==> config.mk <==
export PLATFORM = sky130hd
export DESIGN_NAME = thermometer_ui_controller
export DESIGN_NICKNAME = d
export VERILOG_FILES = /design/src/sv/thui_pkg.sv /design/src/sv/thui_conv.sv /design/src/sv/thui_step.sv /design/src/sv/thermometer_ui_controller.sv
export SDC_FILE = /design/constraint.sdc
export NUM_CORES = 1
export LEC_CHECK = 0
export BUFFER_PORTS_ARGS = -buffer_cell sky130_fd_sc_hd__buf_2
export CAP_MARGIN = 20
export CORE_ASPECT_RATIO = 1.25
export CORE_UTILIZATION = 64
export CTS_BUF_LIST = sky130_fd_sc_hd__clkbuf_8
export DETAILED_ROUTE_END_ITERATION = 8
export GPL_ROUTABILITY_DRIVEN = 0
export PLACE_DENSITY = 0.84
export SLEW_MARGIN = 0
export SYNTH_ARGS = -nofsm -noshare
export SYNTH_HDL_FRONTEND = slang
export SYNTH_SLANG_ARGS = --single-unit
==> constraint.sdc <==
create_clock -name clk_i -period 12.85 [get_ports clk_i]
set_input_delay 0 -clock clk_i [delete_from_list [all_inputs] [get_ports clk_i]]
set_output_delay 0 -clock clk_i [all_outputs]
set_load 0.02 [all_outputs]
==> src/sv/thui_pkg.sv <==
// Shared types, codes and reset constants for the thermometer UI controller.
// No dependencies; every other file of the block imports this package.
`default_nettype none

package thui_pkg;

  localparam int unsigned SupplyW = 12;
  localparam int unsigned TempW   = 12;
  localparam int unsigned TicksW  = 10;
  localparam int unsigned ValueW  = 13;
  localparam int unsigned CodeW   = 4;
  localparam int unsigned CfgIdxW = 2;
  localparam int unsigned CfgDatW = 12;

  // Register indexes on the configuration port.
  localparam logic [CfgIdxW-1:0] CFG_LOW_SUPPLY    = 2'd0;
  localparam logic [CfgIdxW-1:0] CFG_IDLE_TIMEOUT  = 2'd1;
  localparam logic [CfgIdxW-1:0] CFG_UNITS_TIMEOUT = 2'd2;
  localparam logic [CfgIdxW-1:0] CFG_INIT_UNITS    = 2'd3;

  // Register reset values.
  localparam logic [SupplyW-1:0] RST_LOW_SUPPLY    = 12'd1583;
  localparam logic [TicksW-1:0]  RST_IDLE_TIMEOUT  = 10'd300;
  localparam logic [TicksW-1:0]  RST_UNITS_TIMEOUT = 10'd50;
  localparam logic               RST_INIT_UNITS    = 1'b0;

  // Fahrenheit conversion: (9*T + 1600) / 5, with /5 done as a multiply by
  // ceil(2^18 / 5) and a shift by 18, exact for dividends below 2^18.
  localparam logic [15:0] F_OFFSET  = 16'd1600;
  localparam logic [15:0] RECIP5    = 16'd52429;
  localparam int unsigned RECIP_SH  = 18;

  typedef enum logic [10:0] {
    ST_SHOW_TEMP   = 11'b000_0000_0001,
    ST_WAIT_REL    = 11'b000_0000_0010,
    ST_WAIT_BTN    = 11'b000_0000_0100,
    ST_BATT_CHECK  = 11'b000_0000_1000,
    ST_CAPTURE     = 11'b000_0001_0000,
    ST_BATT_LOW    = 11'b000_0010_0000,
    ST_BLANK       = 11'b000_0100_0000,
    ST_SHOW_UNITS  = 11'b000_1000_0000,
    ST_WAIT_UNITS  = 11'b001_0000_0000,
    ST_TOGGLE      = 11'b010_0000_0000,
    ST_WAIT_REL_U  = 11'b100_0000_0000
  } thui_state_e;

  typedef enum logic [2:0] {
    ACT_NONE    = 3'd0,
    ACT_READY   = 3'd1,
    ACT_NUMBER  = 3'd2,
    ACT_BATT    = 3'd3,
    ACT_BLANK   = 3'd4,
    ACT_UNITS   = 3'd5
  } thui_action_e;

  typedef struct packed {
    logic signed [TempW-1:0]   temp_tenths_c;
    logic        [SupplyW-1:0] supply_code;
    logic                      tick;
    logic                      units_button;
    logic                      measure_button;
  } thui_sample_t;

  typedef struct packed {
    logic                     lcd_enabled;
    logic                     store_units;
    logic                     units_celsius;
    logic signed [ValueW-1:0] display_value;
    logic        [2:0]        display_action;
    logic        [CodeW-1:0]  state_code;
  } thui_result_t;

  typedef struct packed {
    logic [SupplyW-1:0] low_supply_code;
    logic [TicksW-1:0]  idle_timeout_ticks;
    logic [TicksW-1:0]  units_timeout_ticks;
  } thui_cfg_t;

  // Numeric state code as reported on the result channel.
  function automatic logic [CodeW-1:0] state_code(input thui_state_e s);
    logic [CodeW-1:0] c;
    unique case (s)
      ST_SHOW_TEMP:  c = 4'd0;
      ST_WAIT_REL:   c = 4'd1;
      ST_WAIT_BTN:   c = 4'd2;
      ST_BATT_CHECK: c = 4'd3;
      ST_CAPTURE:    c = 4'd4;
      ST_BATT_LOW:   c = 4'd5;
      ST_BLANK:      c = 4'd6;
      ST_SHOW_UNITS: c = 4'd7;
      ST_WAIT_UNITS: c = 4'd8;
      ST_TOGGLE:     c = 4'd9;
      ST_WAIT_REL_U: c = 4'd10;
      default:       c = 4'd0;
    endcase
    return c;
  endfunction

endpackage

`default_nettype wire

==> src/sv/thui_conv.sv <==
// Converts the held temperature (tenths of a degree C) to tenths of the
// selected unit, rounded to nearest. Depends on thui_pkg.
`default_nettype none

module thui_conv (
  input  wire logic signed [thui_pkg::TempW-1:0]  temp_i,
  input  wire logic                               celsius_i,
  output logic signed      [thui_pkg::ValueW-1:0] value_o
);
  import thui_pkg::*;

  logic signed [15:0] scaled;
  logic               neg;
  logic        [14:0] mag;
  logic        [14:0] biased;
  logic        [30:0] prod;
  logic        [ValueW-1:0] quot;

  always_comb begin
    // 9*T + 1600 stays within 16 signed bits for any 12-bit T.
    scaled = (16'(temp_i) <<< 3) + 16'(temp_i) + $signed(F_OFFSET);
    neg    = scaled[15];
    mag    = neg ? 15'(-scaled) : 15'(scaled);
    // Round half away from zero: (|n| + 2) / 5, sign restored afterwards.
    biased = mag + 15'd2;
    prod   = 31'(biased) * 31'(RECIP5);
    quot   = prod[RECIP_SH +: ValueW];
    if (celsius_i) begin
      value_o = ValueW'(temp_i);
    end else if (neg) begin
      value_o = -$signed(quot);
    end else begin
      value_o = $signed(quot);
    end
  end

endmodule

`default_nettype wire

==> src/sv/thui_step.sv <==
// Controller state and the one-state-per-request step logic: next state,
// timeout counter, units and reading registers, and the combinational result.
// Depends on thui_pkg and thui_conv.
`default_nettype none

module thui_step (
  input  wire logic                    clk_i,
  input  wire logic                    rst_ni,
  input  wire logic                    step_i,
  input  wire thui_pkg::thui_sample_t  sample_i,
  input  wire thui_pkg::thui_cfg_t     cfg_i,
  input  wire logic                    units_wr_i,
  input  wire logic                    units_val_i,
  output thui_pkg::thui_result_t       result_o
);
  import thui_pkg::*;

  thui_state_e              state_q, state_d;
  logic [TicksW-1:0]        cnt_q, cnt_d;
  logic                     units_q, units_d;
  logic                     have_q, have_d;
  logic signed [TempW-1:0]  held_q, held_d;
  logic                     disp_q, disp_d;

  logic [TicksW-1:0]        cnt_dec;
  logic                     go;
  thui_state_e              go_state;
  thui_action_e             action;
  logic                     store;
  logic signed [ValueW-1:0] conv_value;

  thui_conv u_conv (
    .temp_i    (held_q),
    .celsius_i (units_q),
    .value_o   (conv_value)
  );

  always_comb begin
    go       = 1'b1;
    go_state = ST_SHOW_TEMP;
    action   = ACT_NONE;
    store    = 1'b0;
    units_d  = units_q;
    have_d   = have_q;
    held_d   = held_q;
    disp_d   = disp_q;
    cnt_dec  = (sample_i.tick && (cnt_q != '0)) ? cnt_q - 1'b1 : cnt_q;
    result_o.display_value = '0;

    unique case (state_q)
      ST_WAIT_REL, ST_WAIT_REL_U: begin
        go       = !sample_i.measure_button && !sample_i.units_button;
        go_state = (state_q == ST_WAIT_REL) ? ST_WAIT_BTN : ST_WAIT_UNITS;
      end
      ST_WAIT_BTN, ST_WAIT_UNITS: begin
        // A tick counts down first; measure outranks units, then timeout.
        if (sample_i.measure_button) begin
          go_state = (state_q == ST_WAIT_BTN) ? ST_BATT_CHECK : ST_SHOW_TEMP;
        end else if (sample_i.units_button) begin
          go_state = (state_q == ST_WAIT_BTN) ? ST_SHOW_UNITS : ST_TOGGLE;
        end else if (cnt_dec == '0) begin
          go_state = (state_q == ST_WAIT_BTN) ? ST_BLANK : ST_SHOW_TEMP;
        end else begin
          go = 1'b0;
        end
      end
      ST_BATT_CHECK: begin
        go_state = (sample_i.supply_code >= cfg_i.low_supply_code) ? ST_BATT_LOW : ST_CAPTURE;
      end
      ST_CAPTURE: begin
        held_d   = sample_i.temp_tenths_c;
        have_d   = 1'b1;
        go_state = ST_SHOW_TEMP;
      end
      ST_BATT_LOW: begin
        disp_d   = 1'b1;
        action   = ACT_BATT;
        go_state = ST_WAIT_REL;
      end
      ST_BLANK: begin
        disp_d   = 1'b0;
        action   = ACT_BLANK;
        go_state = ST_WAIT_BTN;
      end
      ST_SHOW_UNITS: begin
        disp_d   = 1'b1;
        action   = ACT_UNITS;
        go_state = ST_WAIT_REL_U;
      end
      ST_TOGGLE: begin
        units_d  = !units_q;
        store    = 1'b1;
        go_state = ST_SHOW_UNITS;
      end
      default: begin
        disp_d   = 1'b1;
        go_state = ST_WAIT_REL;
        if (have_q) begin
          action                 = ACT_NUMBER;
          result_o.display_value = conv_value;
        end else begin
          action = ACT_READY;
        end
      end
    endcase

    if (go) begin
      state_d = go_state;
      if (go_state == ST_WAIT_BTN) begin
        cnt_d = cfg_i.idle_timeout_ticks;
      end else if (go_state == ST_WAIT_UNITS) begin
        cnt_d = cfg_i.units_timeout_ticks;
      end else begin
        cnt_d = '0;
      end
    end else begin
      state_d = state_q;
      cnt_d   = cnt_dec;
    end

    result_o.state_code     = state_code(state_d);
    result_o.display_action = action;
    result_o.units_celsius  = units_d;
    result_o.store_units    = store;
    result_o.lcd_enabled    = disp_d;
  end

  always_ff @(posedge clk_i or negedge rst_ni) begin
    if (!rst_ni) begin
      state_q <= ST_SHOW_TEMP;
      cnt_q   <= '0;
      units_q <= RST_INIT_UNITS;
      have_q  <= 1'b0;
      held_q  <= '0;
      disp_q  <= 1'b0;
    end else if (units_wr_i) begin
      units_q <= units_val_i;
    end else if (step_i) begin
      state_q <= state_d;
      cnt_q   <= cnt_d;
      units_q <= units_d;
      have_q  <= have_d;
      held_q  <= held_d;
      disp_q  <= disp_d;
    end
  end

endmodule

`default_nettype wire

==> src/sv/thermometer_ui_controller.sv <==
// Top level of the thermometer UI controller: stream ports, configuration
// registers, input and result registers. Depends on thui_pkg and thui_step.
//
// Usage. Each request on the slave stream is one sample of the measure and
// units button levels, a 100 ms tick flag, the supply ADC code and the
// temperature in tenths of a degree C. The controller runs the action of its
// current state on that sample and returns exactly one result request on the
// master stream: the new state code, a display action, the number to show
// (nonzero only for the number action), the current units, a store strobe
// when the units were toggled, and whether the LCD is powered.
// An accepted request is held in the input register; its result is loaded into
// the result register when that register is empty or its request is being
// taken. Throughput is one request per cycle unless the receiver stalls; the
// input register and the result register form a two-stage pipeline, and the
// state registers update in the same cycle the result register loads, so
// consecutive samples see each other's state in order. When the receiver
// stalls, the result register holds its request and the input register still
// takes one more sample; after that s_axis_tready drops until the result is
// taken. Reset clears both stages, puts the controller in the show-temperature
// state with no reading held and the display off, and loads the configuration
// registers with their defaults. Configuration is written through cfg_we_i,
// cfg_idx_i and cfg_data_i; the user must do so only while no request is in
// flight, which the block does not enforce. Writing the initial units register
// also sets the current units immediately.
`default_nettype none

module thermometer_ui_controller (
  input  wire logic        clk_i,
  input  wire logic        rst_ni,
  // Sample requests.
  input  wire logic        s_axis_tvalid,
  output logic             s_axis_tready,
  // [0] measure_button, [1] units_button, [2] tick, [14:3] supply_code,
  // [26:15] temp_tenths_c, [31:27] zero
  input  wire logic [31:0] s_axis_tdata,
  // Result requests.
  output logic             m_axis_tvalid,
  input  wire logic        m_axis_tready,
  // [3:0] state_code, [6:4] display_action, [19:7] display_value,
  // [20] units_celsius, [21] store_units, [22] lcd_enabled, [23] zero
  output logic [23:0]      m_axis_tdata,
  // Configuration writes.
  input  wire logic                          cfg_we_i,
  input  wire logic [thui_pkg::CfgIdxW-1:0]  cfg_idx_i,
  input  wire logic [thui_pkg::CfgDatW-1:0]  cfg_data_i
);
  import thui_pkg::*;

  localparam int unsigned SampleW = $bits(thui_sample_t);
  localparam int unsigned ResultW = $bits(thui_result_t);

  thui_cfg_t    cfg_q;
  logic         units_wr;

  logic         in_vld_q;
  thui_sample_t in_q;
  logic         out_vld_q;
  thui_result_t out_q;
  thui_result_t result;
  logic         advance;

  // The sample moves into the result stage when that stage is empty or its
  // request is being taken in this cycle.
  assign advance       = in_vld_q && (!out_vld_q || m_axis_tready);
  assign s_axis_tready = !in_vld_q || advance;

  assign units_wr = cfg_we_i && (cfg_idx_i == CFG_INIT_UNITS);

  always_ff @(posedge clk_i or negedge rst_ni) begin
    if (!rst_ni) begin
      cfg_q.low_supply_code     <= RST_LOW_SUPPLY;
      cfg_q.idle_timeout_ticks  <= RST_IDLE_TIMEOUT;
      cfg_q.units_timeout_ticks <= RST_UNITS_TIMEOUT;
    end else if (cfg_we_i) begin
      unique case (cfg_idx_i)
        CFG_LOW_SUPPLY:    cfg_q.low_supply_code     <= cfg_data_i[SupplyW-1:0];
        CFG_IDLE_TIMEOUT:  cfg_q.idle_timeout_ticks  <= cfg_data_i[TicksW-1:0];
        CFG_UNITS_TIMEOUT: cfg_q.units_timeout_ticks <= cfg_data_i[TicksW-1:0];
        default: ;
      endcase
    end
  end

  always_ff @(posedge clk_i or negedge rst_ni) begin
    if (!rst_ni) begin
      in_vld_q  <= 1'b0;
      out_vld_q <= 1'b0;
    end else begin
      if (s_axis_tready) begin
        in_vld_q <= s_axis_tvalid;
      end
      if (advance) begin
        out_vld_q <= 1'b1;
      end else if (m_axis_tready) begin
        out_vld_q <= 1'b0;
      end
    end
  end

  always_ff @(posedge clk_i) begin
    if (s_axis_tready && s_axis_tvalid) begin
      in_q <= thui_sample_t'(s_axis_tdata[SampleW-1:0]);
    end
    if (advance) begin
      out_q <= result;
    end
  end

  thui_step u_step (
    .clk_i       (clk_i),
    .rst_ni      (rst_ni),
    .step_i      (advance),
    .sample_i    (in_q),
    .cfg_i       (cfg_q),
    .units_wr_i  (units_wr),
    .units_val_i (cfg_data_i[0]),
    .result_o    (result)
  );

  assign m_axis_tvalid = out_vld_q;
  assign m_axis_tdata  = {(24 - ResultW)'(0), out_q};

endmodule

`default_nettype wire

; ---- Word level (Yosys, flattened, before mapping)
; Cells that the tools add are included.
[totals]
in_bits = 51
latch_bits = 0
mem_count = 0
regBits = 120
ramBits = 0
romBits = 0
out_inout_bits = 26
[classes]
multipliers = 1
add_sub_neg = 6
n_shift = 0
n_bitwise = 2
n_mux = 31
reduce_logical = 26
n_lt_le_gt_ge = 1
div = 0
eq_ne = 25
[op_table]
columns = cell, n
row1 = $pmux W11 S7, 1
row2 = $mux W10, 5
row3 = $mux W11, 4
row4 = $pmux W4 S10, 1
row5 = $eq A11 B3 Y1 const B, 3
row6 = $eq A11 B9 Y1 const B, 3
row7 = $mul A15 B16 Y31 const B, 1
row8 = $mux W13, 2
row9 = $eq A11 B10 Y1 const B, 2
row10 = $eq A11 B11 Y1 const B, 2
row11 = $eq A11 B2 Y1 const B, 2
row12 = $eq A11 B4 Y1 const B, 2
row13 = $eq A11 B5 Y1 const B, 2
row14 = $eq A11 B6 Y1 const B, 2
row15 = $eq A11 B7 Y1 const B, 2
row16 = $eq A11 B8 Y1 const B, 2
row17 = $add A15 B12 Y16, 1
row18 = $add A16 B12 Y16 const B, 1
row19 = $add A15 B2 Y15 const B, 1
row20 = $mux W15, 1
row21 = $neg A15 Y15, 1
row22 = $neg A13 Y13, 1
row23 = $ge A12 B12 Y1, 1
row24 = $pmux W3 S4, 1
row25 = other kinds (23), 48

; ---- Depth between registers and ports, before layout
[logic_depth]
ltp_word = 12
mapped_depth = 46

; ---- Hierarchy
; From an unflattened synthesis, not the netlist that was laid out.
[hier_totals]
hier_cells = 1177
hier_area_um2 = 11649.9
[by_module_without_submodules]
columns = module, seq_area_each_um2, cells_per_inst, instances, area_each_um2
row1 = thui_conv, 0.0, 698, 1, 5833.1
row2 = thui_step, 902.1, 348, 1, 2961.6
row3 = thermometer_ui_controller, 2369.8, 131, 1, 2855.2

; ---- Worst setup path after synthesis
; OpenSTA, ideal clock, no wires.
[synth_path]
path_type = reg-to-reg
startpoint = register u_step.held_q[2]
endpoint = register out_q, in the netlist m_axis_tdata[19], data pin
t_required_ns = 12.592
period_less_slack_ns = 9.931
path_slack_ns = 2.919
t_arrival_ns = 9.673
path_buffers = 3
path_stages_with_launch = 41
path_cell_list = dfrtp_1 > ha_1 > ha_1 > a211oi_4 > o21ai_2 > o2111a_1 > nor3b_2 > or2_1 > buf_4 > buf_2 > buf_2 > mux2i_1 > inv_1 > ha_1 > o221a_2 > a311oi_2 > xor2_1 > ha_1 > (+5 left out) > fa_1 > inv_1 > fa_1 > inv_1 > ha_1 > nand4_1 > a2111oi_0 > nor2_1 > o21ai_0 > a21oi_1 > xor2_1 > ha_1 > nor3b_2 > nand3_1 > o41ai_1 > nand2_1 > o2111ai_1 > nor2_1
[synth_via]
elab_chain_cells = 9
[synth_lines]
columns = item, line_no
row1 = from (decl), thui_step.sv:22  ; logic signed [TempW-1:0] held_q, held_d;
row2 = from (signal assigned), thui_step.sv:143  ; held_q <= held_d;
row3 = $add A15 B12 Y16 *, thui_conv.sv:21  ; scaled = (16'(temp_i) <<< 3) + 16'(temp_i) + $signed(F_OFFSET);
row4 = $add A16 B12 Y16 *, thui_conv.sv:21
row5 = $neg A15 Y15, thui_conv.sv:23  ; mag = neg ? 15'(-scaled) : 15'(scaled);
row6 = $mux W15, thui_conv.sv:23
row7 = $add A15 B2 Y15, thui_conv.sv:25  ; biased = mag + 15'd2;
row8 = $mul A15 B16 Y31, thui_conv.sv:26  ; prod = 31'(biased) * 31'(RECIP5);
row9 = $neg A13 Y13, thui_conv.sv:31  ; value_o = -$signed(quot);
row10 = $mux W13 *, thui_conv.sv:30  ; end else if (neg) begin
row11 = $mux W13 *, thui_conv.sv:28  ; if (celsius_i) begin
row12 = to (signal assigned), thermometer_ui_controller.sv:105  ; out_q <= result;
row13 = to (decl), thermometer_ui_controller.sv:58  ; thui_result_t out_q;
; Every way passes the cells marked *; elsewhere a longest branch is shown, timed or not.
; A chain may end at the register's enable or synchronous reset.

; ---- Final worst setup path
; Same ends and word-level chain as after synthesis.

==> out/metrics.cfg <==
[timing]
drv_slew = 0
rsz0062_at_grt = no
post-route-min-period_ns = 11.32
tightest_slew_ns = 1.09
period_share_pct = 88.1
relSlewSlack_pct = 27.1
finalSetupTns_ns = 0
finalSetupViolCount = 0
clock_skew_ns = 0.0140
hold_viol = 0
max_freq_ghz = 0.0884

[job]
max_cap_viol_count = 0

[logic_synthesis]
synth_async_sr_flop_share_pct = 58.3
ys_ff_latch = 120
yosysUniqueCellTypes = 99
yosys.area.top_type = ha_1
netlist.area_leader.share_pct = 15.7
yosysSeqAreaShare_pct = 28.5
synth_edf_count = 50
postSynthAreaPerCell_um2 = 9.77
yosysWarnings = 0
syn_area_mm2 = 0.0115
ys_top_cells_by_area = ha_1, edfxtp_1, dfrtp_1, fa_1, inv_1
synth_fp_nets = 1431
ys.flop_type = dfrtp_1
synthCells = 1176

[clock_tree]
cts_setup_buffers = 0
clock_sinks = 120
clk_pin_slew_ns = 0.08
cts_root_buf = clkbuf_8
cts_buffers = 17
cts_tree = yes
clkLatencyLatePin_ns = 0.44
max-clock-path-buffers = 2
htree_levels = 4
cts_resized = 0

[floorplan]
fp-row-count = 54
core_area_mm2 = 0.0175
initial_core_util_pct = 65.7
ioPinCount = 77
die_area_mm2 = 0.0185
die_h_um = 152
fp.dieW_um = 122

[hold_path]
hold_path_depth = 3
worst_hold_path_type = in2reg
hold_path_end = u_step.units_q
min_from = cfg_idx_i[1]

[worst_setup_path]
crit_path_end_kind = flop
rr_endpoint = m_axis_tdata[19]
r2r_slack_ns = 1.53
cpMostUsedCell = ha_1
rr_worst_depth = 40
cp-start-kind = flop
path_class = reg2reg
r2r_start = u_step.held_q[2]
arrival_ns = 11.49
cp.required_ns = 13.02
cpMaxStageDelayCell = fa_1
cp_max_fo = 35
cp_slowest_stage_delay_ns = 0.57

[detailed_routing]
final_antenna_net_count = 0
route.detailed.drc = 0
vias_per_cell = 6.18
vias = 9372
wire_per_inst_um = 19.3
firstDrtPassIters = 6
totalWireLength_um = 29300
drt_iter0_drc = 671

[cells_and_area]
drive_gt1_share_pct = 16.5
fin_nets = 1535
n_fill_cell = 1192
num_antenna_cells = 0
area_growth_pct = 12.2

[status]
status = finished clean

[grt]
grt_pass1_vias = 9830
grt_usage_pct = 33.2
antenna_found_initial = 0
overflow = 0
grt_pass1_wl_um = 47600
grt_max_degree = 71

[placement]
hpwl_um = 21300
io_buffer_count = 70

## worst max-delay path, delay by kind of cell, from the launching register on
kind	cells	cell delay [ns]
fa+ha+maj	10	4.12
compound gates	11	3.14
simple gates	9	1.46
xor+xnor	3	0.87
buf+inv	6	0.70
flops	1	0.52
mux	1	0.24
## metal layers
metal	share of wire, %	up-vias	GRT usage (%)
met4	5.5	0	19.3
met5	0	-	0
met2	53	395	59.9
li1	-	4337	-
met1	36	4520	35.9
met3	5.5	120	5.59
## cells by family (layout without fill, tap and decap cells)
group	count (synthesis)	count (layout)	share of synthesized area, %
compound gates	256	256	16.1
xor+xnor	57	57	4.93
fa+ha+maj	204	204	26.1
buf+inv	196	313	6.77
flops	120	120	28.5
mux	42	42	4.15
other cells	1	1	0.0326
simple gates	300	300	13.4
## Yosys cell counts, types with 10 or more instances
cell	count
nand2_1	93
xor2_1	25
dfstp_2	15
ha_1	144
nor3_1	17
fa_1	60
o21ai_0	57
clkbuf_1	21
and2_1	11
a21oi_1	49
a211oi_1	12
inv_1	159
nor2_1	61
dfrtp_1	55
xnor2_1	26
nand4_1	11
a21o_1	17
o21ai_1	11
edfxtp_1	50
mux2_2	29
nand2b_1	13
nand3_1	19
o21a_1	10
## timing repair
item                                   CTS  global route
hold buffers                            43             0
setup endpoints to repair                0             0
endpoints found under the hold margin  117             0
## worst max path at each step
stage	start	end	slack [ns]	cells after the start
after floorplan	u_step.held_q[2]	m_axis_tdata[19]	2.92	40
after detailed placement	u_step.held_q[2]	m_axis_tdata[19]	1.69	40
final	u_step.held_q[2]	m_axis_tdata[19]	1.53	40
after global placement	u_step.held_q[2]	m_axis_tdata[19]	1.91	40
after CTS	u_step.held_q[2]	m_axis_tdata[19]	1.64	40
after global routing	u_step.held_q[2]	m_axis_tdata[19]	0.72	40
## stage by stage
step                cells  hold WS [ns]  instance area [um^2]  setup slack (ns)  util [%]
floorplan            1176        -0.296                 11500              2.92         -
global placement     1442         0.177                 12000              1.91      68.6
detailed placement   1442         0.178                 12000              1.69      68.6
CTS                  1517        0.0377                 12900              1.64      73.6
global route         1517        0.0826                 12900             0.723      73.6
finish               1517        0.0681                 12900              1.53      73.6
## layout by cell type (no fill, tap or decap), drive strengths merged, types with 20 or more instances in the layout
cell type / instances
a21oi: 50
buf: 78
clkbuf: 20
dfrtp: 55
dlygate4sd3: 43
edfxtp: 50
fa: 60
ha: 144
inv: 162
mux2: 32
nand2: 93
nor2: 62
o21ai: 71
xnor2: 31
xor2: 26
## final cells by class
cell class	count	area, um^2	area share (%)
multi-input cells	860	7450	57.8
flip-flops and latches	120	3270	25.4
repair buffers	121	841	6.52
inverters	160	601	4.66
well taps	224	280	2.17
clock buffers	20	275	2.14
clock inverters	12	173	1.34
## sequential cells by signal (all words and copies together), names as in the netlist
name,flops
u_step.cnt_q,10
m_axis_tvalid,1
in_vld_q,1
cfg_q,32
u_step.held_q,12
u_step.disp_q,1
u_step.units_q,1
m_axis_tdata,23
u_step.have_q,1
u_step.state_q,11
in_q,27
Power is not shown: default switching activity piles up to over one toggle a cycle in this logic, so the estimate is an artifact.
